==> config.mk <==
export PLATFORM = sky130hd
export DESIGN_NAME = text_slot_allocator
export DESIGN_NICKNAME = d
export VERILOG_FILES = /design/src/hdl/tsa_pkg.sv /design/src/hdl/tsa_slot_file.sv /design/src/hdl/tsa_pick.sv /design/src/hdl/text_slot_allocator.sv
export SDC_FILE = /design/constraint.sdc
export NUM_CORES = 1
export LEC_CHECK = 0
export CAP_MARGIN = 15
export CORE_MARGIN = 2
export CORE_UTILIZATION = 35
export CTS_CLUSTER_DIAMETER = 80
export DETAILED_ROUTE_END_ITERATION = 16
export DONT_BUFFER_PORTS = 1
export PLACE_DENSITY_LB_ADDON = 0.3
export SKIP_LAST_GASP = 1
export SLEW_MARGIN = 20
export SYNTH_ARGS = -nofsm -noshare
export SYNTH_HDL_FRONTEND = slang
export SYNTH_SLANG_ARGS = --single-unit
==> constraint.sdc <==
create_clock -name clk_i -period 16.2 [get_ports clk_i]
set_input_delay 4.05 -clock clk_i [delete_from_list [all_inputs] [get_ports clk_i]]
set_output_delay 4.05 -clock clk_i [all_outputs]
set_load 0.01 [all_outputs]
==> src/hdl/tsa_pkg.sv <==
// ----------------------------------------------------------------------------
// tsa_pkg: shared types and constants of the text slot allocator
// Field widths of the message beat, the slot write record and the default
// slot count.
// ----------------------------------------------------------------------------
`default_nettype none

package tsa_pkg;

  localparam int unsigned SlotsDefault = 6;

  localparam int unsigned ChanW  = 8;
  localparam int unsigned IdW    = 32;
  localparam int unsigned TimeW  = 32;
  localparam int unsigned DurW   = 16;
  localparam int unsigned SlotOW = 3;

  // s_axis tdata: channel, request_id, now, fade_in, hold, fade_out
  localparam int unsigned InDataW  = 120;
  localparam int unsigned OutDataW = 8;

  typedef enum logic {
    FUNC_PLAIN = 1'b0,
    FUNC_AUTO  = 1'b1
  } func_e;

  typedef struct packed {
    func_e             func;
    logic [ChanW-1:0]  channel;
    logic [IdW-1:0]    request_id;
    logic [TimeW-1:0]  now;
    logic [DurW-1:0]   fade_in;
    logic [DurW-1:0]   hold;
    logic [DurW-1:0]   fade_out;
  } item_t;

  // contents written to the chosen slot
  typedef struct packed {
    logic              en;
    logic [TimeW-1:0]  expiry;
    logic [IdW-1:0]    owner;
  } slot_wr_t;

endpackage

`default_nettype wire

==> src/hdl/tsa_slot_file.sv <==
// ----------------------------------------------------------------------------
// tsa_slot_file: expiry and owner registers of all slots
// One write port; every slot is visible in parallel to the picker.
// ----------------------------------------------------------------------------
`default_nettype none

module tsa_slot_file #(
  parameter int unsigned SLOTS = tsa_pkg::SlotsDefault,
  localparam int unsigned SlotW = $clog2(SLOTS)
) (
  input  wire logic                     clk_i,
  input  wire logic                     rst_ni,
  input  wire tsa_pkg::slot_wr_t        wr_i,
  input  wire logic [SlotW-1:0]         wr_idx_i,
  output logic [tsa_pkg::TimeW-1:0]     expiry_o [SLOTS],
  output logic [tsa_pkg::IdW-1:0]       owner_o  [SLOTS]
);

  logic [tsa_pkg::TimeW-1:0] expiry_q [SLOTS];
  logic [tsa_pkg::IdW-1:0]   owner_q  [SLOTS];

  always_ff @(posedge clk_i or negedge rst_ni) begin
    if (!rst_ni) begin
      for (int i = 0; i < SLOTS; i++) begin
        expiry_q[i] <= '0;
        owner_q[i]  <= '0;
      end
    end else if (wr_i.en) begin
      for (int i = 0; i < SLOTS; i++) begin
        if (wr_idx_i == SlotW'(i)) begin
          expiry_q[i] <= wr_i.expiry;
          owner_q[i]  <= wr_i.owner;
        end
      end
    end
  end

  assign expiry_o = expiry_q;
  assign owner_o  = owner_q;

endmodule

`default_nettype wire

==> src/hdl/tsa_pick.sv <==
// ----------------------------------------------------------------------------
// tsa_pick: slot selection for one message
// Channel modulo slot count, owner match search, earliest-expiry tree and the
// saturating expiry sum.
// ----------------------------------------------------------------------------
`default_nettype none

module tsa_pick #(
  parameter int unsigned SLOTS = tsa_pkg::SlotsDefault,
  localparam int unsigned SlotW = $clog2(SLOTS)
) (
  input  wire tsa_pkg::item_t           item_i,
  input  wire logic [tsa_pkg::TimeW-1:0] expiry_i [SLOTS],
  input  wire logic [tsa_pkg::IdW-1:0]   owner_i  [SLOTS],
  output logic [SlotW-1:0]              slot_o,
  output tsa_pkg::slot_wr_t             wr_o
);

  localparam int unsigned RcpShift = 16;
  localparam int unsigned RcpW     = RcpShift + 1;
  localparam int unsigned Rcp      = ((1 << RcpShift) + SLOTS - 1) / SLOTS;
  localparam int unsigned ProdW    = tsa_pkg::ChanW + RcpW;
  localparam int unsigned Leaves   = 1 << SlotW;
  localparam int unsigned SumW     = tsa_pkg::TimeW + 2;

  logic [ProdW-1:0]           prod;
  logic [tsa_pkg::ChanW-1:0]  quo;
  logic [tsa_pkg::ChanW-1:0]  rem;
  logic [SlotW-1:0]           start;
  logic [SlotW-1:0]           hit;
  logic                       found;
  logic                       keep;
  logic [SumW-1:0]            sum;

  logic [tsa_pkg::TimeW-1:0]  node_exp [2*Leaves];
  logic [SlotW-1:0]           node_idx [2*Leaves];
  logic                       node_vld [2*Leaves];
  logic                       take_right;

  // quotient by reciprocal multiply, exact over the whole channel range
  always_comb begin
    prod  = ProdW'(item_i.channel) * ProdW'(Rcp);
    quo   = prod[RcpShift +: tsa_pkg::ChanW];
    rem   = item_i.channel - tsa_pkg::ChanW'(quo * tsa_pkg::ChanW'(SLOTS));
    start = rem[SlotW-1:0];
  end

  // highest slot owned by the request id
  always_comb begin
    hit   = '0;
    found = 1'b0;
    for (int i = 0; i < SLOTS; i++) begin
      if (owner_i[i] == item_i.request_id) begin
        hit   = SlotW'(i);
        found = 1'b1;
      end
    end
  end

  // earliest expiry, ties go to the lower index (left child)
  always_comb begin
    take_right = 1'b0;
    for (int n = 0; n < 2 * Leaves; n++) begin
      node_exp[n] = '0;
      node_idx[n] = '0;
      node_vld[n] = 1'b0;
    end
    for (int i = 0; i < Leaves; i++) begin
      if (i < SLOTS) begin
        node_exp[Leaves+i] = expiry_i[i];
        node_vld[Leaves+i] = 1'b1;
      end
      node_idx[Leaves+i] = SlotW'(i);
    end
    for (int n = Leaves - 1; n >= 1; n--) begin
      take_right = node_vld[2*n+1] &&
                   (!node_vld[2*n] || (node_exp[2*n+1] < node_exp[2*n]));
      node_exp[n] = take_right ? node_exp[2*n+1] : node_exp[2*n];
      node_idx[n] = take_right ? node_idx[2*n+1] : node_idx[2*n];
      node_vld[n] = node_vld[2*n] || node_vld[2*n+1];
    end
  end

  always_comb begin
    keep = !(expiry_i[start] > item_i.now) || (owner_i[start] == item_i.request_id);
    if (item_i.func == tsa_pkg::FUNC_PLAIN || keep) begin
      slot_o = start;
    end else if (found) begin
      slot_o = hit;
    end else begin
      slot_o = node_idx[1];
    end
  end

  always_comb begin
    sum = SumW'(item_i.now) + SumW'(item_i.fade_in) + SumW'(item_i.hold)
        + SumW'(item_i.fade_out);
    wr_o.en     = 1'b1;
    wr_o.expiry = (sum[SumW-1:tsa_pkg::TimeW] != '0) ? '1 : sum[tsa_pkg::TimeW-1:0];
    wr_o.owner  = (item_i.func == tsa_pkg::FUNC_AUTO) ? item_i.request_id : '0;
  end

endmodule

`default_nettype wire

==> src/hdl/text_slot_allocator.sv <==
// ----------------------------------------------------------------------------
// text_slot_allocator: display slot picker for text messages
// Chooses and writes the slot of each message from expiry and owner state.
// ----------------------------------------------------------------------------
// Usage:
//   s_axis carries one message per beat: tuser is func (0 plain, 1 auto),
//   tdata packs channel, request_id, now, fade_in, hold and fade_out.
//   m_axis returns one beat per message with the chosen slot in tdata[2:0].
//   A beat lands in an input register; the picker works on it there and, once
//   the result register is free or being drained, updates the slot's expiry
//   and owner and loads the result register. While m_axis does not stall, one
//   message per cycle is sustained: the slot state is read and written in the
//   same cycle, so the following message already sees the update. The
//   critical path is the earliest-expiry compare tree plus the slot write-back.
//   Reset clears all slot expiry and owner values to zero and empties both
//   registers. When m_axis stalls, the result register holds and the input
//   register still takes one beat, after which s_axis_tready drops.
// ----------------------------------------------------------------------------
`default_nettype none

module text_slot_allocator #(
  parameter int unsigned SLOTS = tsa_pkg::SlotsDefault
) (
  input  wire logic                          clk_i,
  input  wire logic                          rst_ni,
  input  wire logic                          s_axis_tvalid,
  output logic                               s_axis_tready,
  // channel[7:0], request_id[39:8], now[71:40], fade_in[87:72],
  // hold[103:88], fade_out[119:104]
  input  wire logic [tsa_pkg::InDataW-1:0]   s_axis_tdata,
  // func[0]
  input  wire logic                          s_axis_tuser,
  output logic                               m_axis_tvalid,
  input  wire logic                          m_axis_tready,
  // slot[2:0], zero[7:3]
  output logic [tsa_pkg::OutDataW-1:0]       m_axis_tdata
);

  localparam int unsigned SlotW = $clog2(SLOTS);

  tsa_pkg::item_t             item_d, item_q;
  logic                       in_vld_q;
  logic [tsa_pkg::SlotOW-1:0] slot_q;
  logic                       out_vld_q;
  logic                       advance;

  logic [tsa_pkg::TimeW-1:0]  expiry [SLOTS];
  logic [tsa_pkg::IdW-1:0]    owner  [SLOTS];
  logic [SlotW-1:0]           pick_slot;
  tsa_pkg::slot_wr_t          pick_wr;
  tsa_pkg::slot_wr_t          wr;

  assign advance       = in_vld_q && (!out_vld_q || m_axis_tready);
  assign s_axis_tready = !in_vld_q || advance;

  always_comb begin
    item_d.func       = tsa_pkg::func_e'(s_axis_tuser);
    item_d.channel    = s_axis_tdata[7:0];
    item_d.request_id = s_axis_tdata[39:8];
    item_d.now        = s_axis_tdata[71:40];
    item_d.fade_in    = s_axis_tdata[87:72];
    item_d.hold       = s_axis_tdata[103:88];
    item_d.fade_out   = s_axis_tdata[119:104];
  end

  always_ff @(posedge clk_i or negedge rst_ni) begin
    if (!rst_ni) begin
      in_vld_q <= 1'b0;
    end else if (s_axis_tready) begin
      in_vld_q <= s_axis_tvalid;
    end
  end

  always_ff @(posedge clk_i) begin
    if (s_axis_tready && s_axis_tvalid) begin
      item_q <= item_d;
    end
  end

  tsa_pick #(
    .SLOTS (SLOTS)
  ) u_pick (
    .item_i   (item_q),
    .expiry_i (expiry),
    .owner_i  (owner),
    .slot_o   (pick_slot),
    .wr_o     (pick_wr)
  );

  always_comb begin
    wr    = pick_wr;
    wr.en = pick_wr.en && advance;
  end

  tsa_slot_file #(
    .SLOTS (SLOTS)
  ) u_slot_file (
    .clk_i    (clk_i),
    .rst_ni   (rst_ni),
    .wr_i     (wr),
    .wr_idx_i (pick_slot),
    .expiry_o (expiry),
    .owner_o  (owner)
  );

  always_ff @(posedge clk_i or negedge rst_ni) begin
    if (!rst_ni) begin
      out_vld_q <= 1'b0;
    end else if (advance) begin
      out_vld_q <= 1'b1;
    end else if (m_axis_tready) begin
      out_vld_q <= 1'b0;
    end
  end

  // slot number wraps to the 3-bit field for large slot counts
  always_ff @(posedge clk_i) begin
    if (advance) begin
      slot_q <= tsa_pkg::SlotOW'(pick_slot);
    end
  end

  assign m_axis_tvalid = out_vld_q;
  assign m_axis_tdata  = tsa_pkg::OutDataW'(slot_q);

endmodule

`default_nettype wire
; After elaboration in Yosys (flattened, before gate mapping)
; Cells that the tools add are included.
[totals]
in_bits = 125
word_cells = 99
output_inout_bits = 10
ff_bits = 510
[classes]
n_bitwise = 2
addsub = 4
eq_ne = 12
muxes = 32
mul = 2
n_lt_le_gt_ge = 7
n_reduce_logical = 18
[op_table]
columns = operator, n
row1 = 32-bit 2-to-1 mux, 10
row2 = 32-bit equality test, 7
row3 = 32-bit binary-select mux with 3-bit select, 2
row4 = 32-bit less-than comparator, 5
row5 = 33-bit by 16-bit adder with 34-bit output, 1
row6 = 34-bit by 16-bit adder with 34-bit output, 1
row7 = 32-bit by 16-bit adder with 33-bit output, 1
row8 = 32-bit greater-than comparator, 1
row9 = 3-bit 2-to-1 mux, 8
row10 = "8-bit by 14-bit multiplier with 22-bit output, second input constant", 1
row11 = 1-bit 2-to-1 mux, 12
row12 = 2-bit AND reduction, 6
row13 = "3-bit by 2-bit equality test with 1-bit output, second input constant", 2
row14 = "3-bit equality test, second input constant", 2
row15 = "6-bit by 2-bit multiplier with 2-bit output, second input constant", 1
row16 = "4-bit greater-or-equal comparator, second input constant", 1
row17 = 1-bit logical OR, 4
row18 = 3-bit NOT with 4-bit output, 1
row19 = 2-bit nonzero test, 2
row20 = "3-bit by 1-bit equality test with 1-bit output, second input constant", 1
row21 = 1-bit logical NOT, 3
row22 = 3-bit logical NOT, 1
row23 = 3-bit subtractor, 1
row24 = 1-bit logical AND, 2
row25 = 1-bit NOT, 1

; Longest topological paths before layout
[logic_depth]
ltp_word = 14
mapped_depth = 43
depth_no_buf = 36

; Cells and area by module
; From an unflattened synthesis, not the netlist that was laid out.
[unflattened]
hier_cells = 3136
area_unflattened_um2 = 35158.7
[by_module_without_submodules]
columns = module, area_each_um2, seq_area_each_um2, instances, cells_each
row1 = tsa_pick, 16138.0, 0.0, 1, 2181
row2 = tsa_slot_file, 15143.3, 9609.2, 1, 816
row3 = text_slot_allocator, 3877.5, 3773.6, 1, 139

; Worst setup path before layout
; OpenSTA, ideal clock, no wires.
[synth_path]
kind = register -> register
from = register item_q[112] in the netlist's numbering
to = register u_slot_file.expiry_q, in the netlist u_slot_file.expiry_o[100]
path_slack_ns = 6.220
t_required_ns = 16.075
arrival_ns = 9.855
path_buffers = 12
synth_period_minus_slack_ns = 9.980
stages_incl_launch_ff = 41
setup_ns = 0.125
path_cell_list = edfxtp_1 buf_2 buf_4 buf_4 buf_4 buf_1 clkbuf_1 inv_1 fa_1 fa_1 inv_1 ha_1 and4_1 a31oi_1 o31a_1 nand2_1 a21oi_1 xnor2_1 (+5 left out) mux4_2 nand2_1 o31ai_1 ha_1 a21o_1 a21oi_1 nor2b_1 o21ai_0 nand2b_1 a2111oi_0 o211ai_1 and4_1 and2_1 buf_6 o31a_1 nor3_4 buf_6 mux2_2
[synth_between]
elab_chain_len = 14
word_cells_on_any_way = 18
cone_classes = add/sub (1) / mul (2) / order compare (1) / eq/ne (2) / mux (7) / bitwise (1) / reduce/logical (4)
[synth_rtl]
columns = item, line
row1 = "start, declared", text_slot_allocator.sv:41  ; tsa_pkg::item_t item_d, item_q;
row2 = "start signal, assigned", text_slot_allocator.sv:76  ; item_q <= item_d;
row3 = 8-bit by 14-bit multiplier with 22-bit output, tsa_pick.sv:42  ; prod = ProdW'(item_i.channel) * ProdW'(Rcp);
row4 = 6-bit by 2-bit multiplier with 2-bit output, tsa_pick.sv:44  ; rem = item_i.channel - tsa_pkg::ChanW'(quo * tsa_pkg::ChanW'(SLOTS));
row5 = 3-bit subtractor (*), tsa_pick.sv:44
row6 = 3-bit NOT with 4-bit output (not written as such), tsa_pick.sv:85  ; keep = !(expiry_i[start] > item_i.now) || (owner_i[start] == item_i.request_id);
row7 = 32-bit binary-select mux with 3-bit select, tsa_pick.sv:85
row8 = 32-bit 2-to-1 mux (not written as such) (2 in series), tsa_pick.sv:85
row9 = 32-bit greater-than comparator, tsa_pick.sv:85
row10 = 1-bit logical NOT, tsa_pick.sv:85
row11 = 1-bit logical OR, tsa_pick.sv:85
row12 = 1-bit logical OR, tsa_pick.sv:86  ; if (item_i.func == tsa_pkg::FUNC_PLAIN || keep) begin
row13 = 3-bit 2-to-1 mux (*), tsa_pick.sv:86
row14 = 3-bit by 2-bit equality test with 1-bit output (*), tsa_slot_file.sv:30  ; if (wr_idx_i == SlotW'(i)) begin
row15 = 2-bit AND reduction (no line) (*), -
row16 = "end signal, assigned by index", tsa_slot_file.sv:31  ; expiry_q[i] <= wr_i.expiry;
row17 = "end, declared", tsa_slot_file.sv:19  ; logic [tsa_pkg::TimeW-1:0] expiry_q [SLOTS];
; Mark *: on every way between the ends. The rest lies on a longest branch, timed or not. The select of a mux whose other input is x is not followed.
; A chain may end at the register's enable or synchronous reset.

; Worst setup path after layout
[layout_path]
from = register item_q[114] in the netlist's numbering
to = register u_slot_file.owner_q, in the netlist u_slot_file.owner_o[21]
[layout_between]
elab_chain_len = 14
word_cells_on_any_way = 18
cone_classes = add/sub (1) / mul (2) / order compare (1) / eq/ne (2) / mux (7) / bitwise (1) / reduce/logical (4)
[layout_rtl]
columns = item, line
row1 = 8-bit by 14-bit multiplier with 22-bit output, tsa_pick.sv:42
row2 = 6-bit by 2-bit multiplier with 2-bit output, tsa_pick.sv:44
row3 = 3-bit subtractor (*), tsa_pick.sv:44
row4 = 3-bit NOT with 4-bit output (not written as such) (*), tsa_pick.sv:85
row5 = 32-bit binary-select mux with 3-bit select, tsa_pick.sv:85
row6 = 32-bit 2-to-1 mux (not written as such) (2 in series), tsa_pick.sv:85
row7 = 32-bit greater-than comparator, tsa_pick.sv:85
row8 = 1-bit logical NOT, tsa_pick.sv:85
row9 = 1-bit logical OR (*), tsa_pick.sv:85
row10 = 1-bit logical OR (*), tsa_pick.sv:86
row11 = 3-bit 2-to-1 mux (*), tsa_pick.sv:86
row12 = via pick_slot[0], text_slot_allocator.sv:49  ; logic [SlotW-1:0] pick_slot;
row13 = 3-bit equality test (*), tsa_slot_file.sv:30
row14 = 2-bit AND reduction (no line) (*), -
row15 = "end signal, assigned by index", tsa_slot_file.sv:32  ; owner_q[i] <= wr_i.owner;
row16 = "end, declared", tsa_slot_file.sv:20  ; logic [tsa_pkg::IdW-1:0] owner_q [SLOTS];
; The timed path passes the listed nets; every way through them passes the cells marked *. The select of a mux whose other input is x is not followed.

==> flow_summary.ini <==
[outcome]
status = complete, no violations

[timing]
clock_skew_ps = 23.71
fin_crit_sh_pct = 69.16
maxSlewViolCount = 0
setup_tns_ps = 0
setup_violations = 0
rsz0062_at_grt = false
tightest_slew_ps = 1402
hold_viol_final = 0
slew-limit-headroom_pct = 6.508
fmax_mhz = 89.25
period_minus_slack_ps = 11200

[floorplan]
die-area_sq_mm = 0.09753
die_y_um = 312.3
start_util_pct = 35.17
io_pins = 135
fp.dieW_um = 312.3
fp-row-count = 113
core_sq_mm = 0.09459

[clock_tree]
postCtsSetupRepairBufs = 0
h-tree-depth = 2
cts_tree = built
clock-root-buffer = clkbuf_16
postCtsHoldBufs = 0
numCtsBuffers = 61
cts.clk_slew.worst_paths_ps = 60
clockBufferDepth = 3
postCtsResizedCells = 0
clk_latency_ps = 680
numClockSinks = 510

[worst_hold_path]
min_path_cells = 1
hold_path_class = reg -> reg
worstHoldStart = in_vld_q
hold_end = m_axis_tvalid

[synth]
synthDistinctLibCells = 76
syn_area_per_cell_sq_um = 11.40
syn_inst = 2919
async_reset_ff_share_pct = 75.69
yosys.area.top_type = dfrtp_1
synth-seq-area-share_pct = 40.23
yosys_warnings = 0
synth-edff-count = 124
synth_area_leaders = dfrtp_1, mux2_2, edfxtp_1
syn-cell-area_sq_mm = 0.03327
yosysTopAreaCellShare_pct = 29.03
synth_seq_cells = 510
synth_ff_type = dfrtp_1

[critical_path]
timing.rr.start = item_q[114]
crit_arrival_ps = 11760
r2r_cells = 35
path_class = reg -> reg
rrSetupSlack_ps = 5000
cp.depth = 35
critPathBufInv = 4
critPathLaunchType = flip-flop
cp_top_family = compound AO/OA/AOI/OAI gates
cp_max_fo = 68
r2r-end = u_slot_file.owner_o[21]
required_ps = 16750
cpPeakStageDelay_ps = 1010
slowest_stage = a2111oi_1
critPathCaptureType = flip-flop

[routing]
dr.max_layer_used = met5
antenna_left = 0
dr_wl_met3_um = 4829
vias = 22440
wl_per_cell_um = 22.49
drt_iter0_markers = 1797
wl_met1_um = 42910
drc = 0
met2_length_um = 43680
viasPerCell = 5.355
wl_um = 94250
drtPass1Iterations = 5

[global_routing]
grt_max_degree = 387
grt_overflow_total = 0
grt_pass1_vias = 23090
grt_usage_pct = 19.32
grt_pass1_wl_um = 144500
antenna_found_initial = 2

[finish]
layout.cells.most_common_list = dfrtp_1, mux2_2, ha_1
layout.nets = 3288
mostFrequentLayoutCell = dfrtp_1
area_delta_synth_final_pct = 9.433
final_layout_size_suffix_gt1_share_pct = 19.66
final_area_sq_mm = 0.03641

[run]
maxCapViolCount = 0

[placement]
placed_cell_area_sq_mm = 0.03439
portBuffers = 0
place_congestion = 0.8902
hpwl_um = 66830
[metrics by stage]
stage / utilization (%) / instances / hold WS [ps] / setup slack [ps]
6_report: 38.49 / 4191 / 494.8 / 4996
5_1_grt: 38.49 / 4191 / 519.5 / 4473
4_1_cts: 38.49 / 4190 / 495.8 / 5144
3_5_place_dp: 36.36 / 4074 / 483.1 / 5212
3_3_place_gp: 36.35 / 4073 / 493.7 / 5078
2_1_floorplan: - / 2923 / 457.2 / 6220
[cell usage after synthesis (64+ instances only)]
cell / instances
a21oi_1: 101
clkbuf_1: 84
dfrtp_1: 386
edfxtp_1: 124
ha_1: 243
inv_1: 189
mux2_2: 360
mux4_2: 64
nand2_1: 199
nand4_1: 85
nor2_1: 77
o21ai_0: 153
xnor2_1: 213
[layout make-up]
type	instances	area (sq um)
tap	1265	1583
inverter	190	713.2
sequential	510	13380
fill	9202	58180
multi-input combinational	2077	18460
timing repair buffer	32	260.3
antenna	1	2.502
clock buffer	82	1667
clock inverter	34	342.8
[worst register-to-register path: cells and delay by family (launching register included)]
kind / cells / cell delay, ps
AO/OA/AOI/OAI: 10 / 3260
adder cells (fa/ha/maj): 7 / 2670
AND/OR/NAND/NOR: 9 / 2520
buffers and inverters: 4 / 1090
XOR/XNOR: 4 / 670
flip-flops: 1 / 470
multiplexers: 1 / 420
[logic make-up after synthesis]
logic type	synth area share (%)
AOI/OAI and AO/OA	8.075
xor gates and xnor gates	6.845
adders and majority gates	12.03
buffers and inverters	4.554
DFF	40.23
muxes	19.63
other	0.01127
and+or+nand+nor	8.628
[per-layer routing]
metal / vias up / track usage (%)
met5: - / 0
met4: 2 / 6.184
met1: 11300 / 26.67
met2: 539 / 30.84
li1: 10440 / -
met3: 160 / 3.331
[how the worst max path moves through the flow]
stage	slack, ps	endpoint	startpoint
after floorplan	6220	u_slot_file.expiry_o[100]	item_q[112]
after global placement	5080	u_slot_file.expiry_o[104]	item_q[114]
after detailed placement	5210	u_slot_file.owner_o[10]	item_q[114]
after CTS	5140	u_slot_file.owner_o[21]	item_q[114]
after global routing	4470	u_slot_file.owner_o[18]	item_q[114]
final	5000	u_slot_file.owner_o[21]	item_q[114]
[state kept, by name (all words and copies together) (netlist names)]
name,count
u_slot_file.owner_o,192
u_slot_file.expiry_o,192
in_vld_q,1
slot_q,3
m_axis_tvalid,1
item_q,121
Power is left out: the tool's default activity adds up to more than one toggle a clock period on the data nets, which glitch-free logic cannot reach.
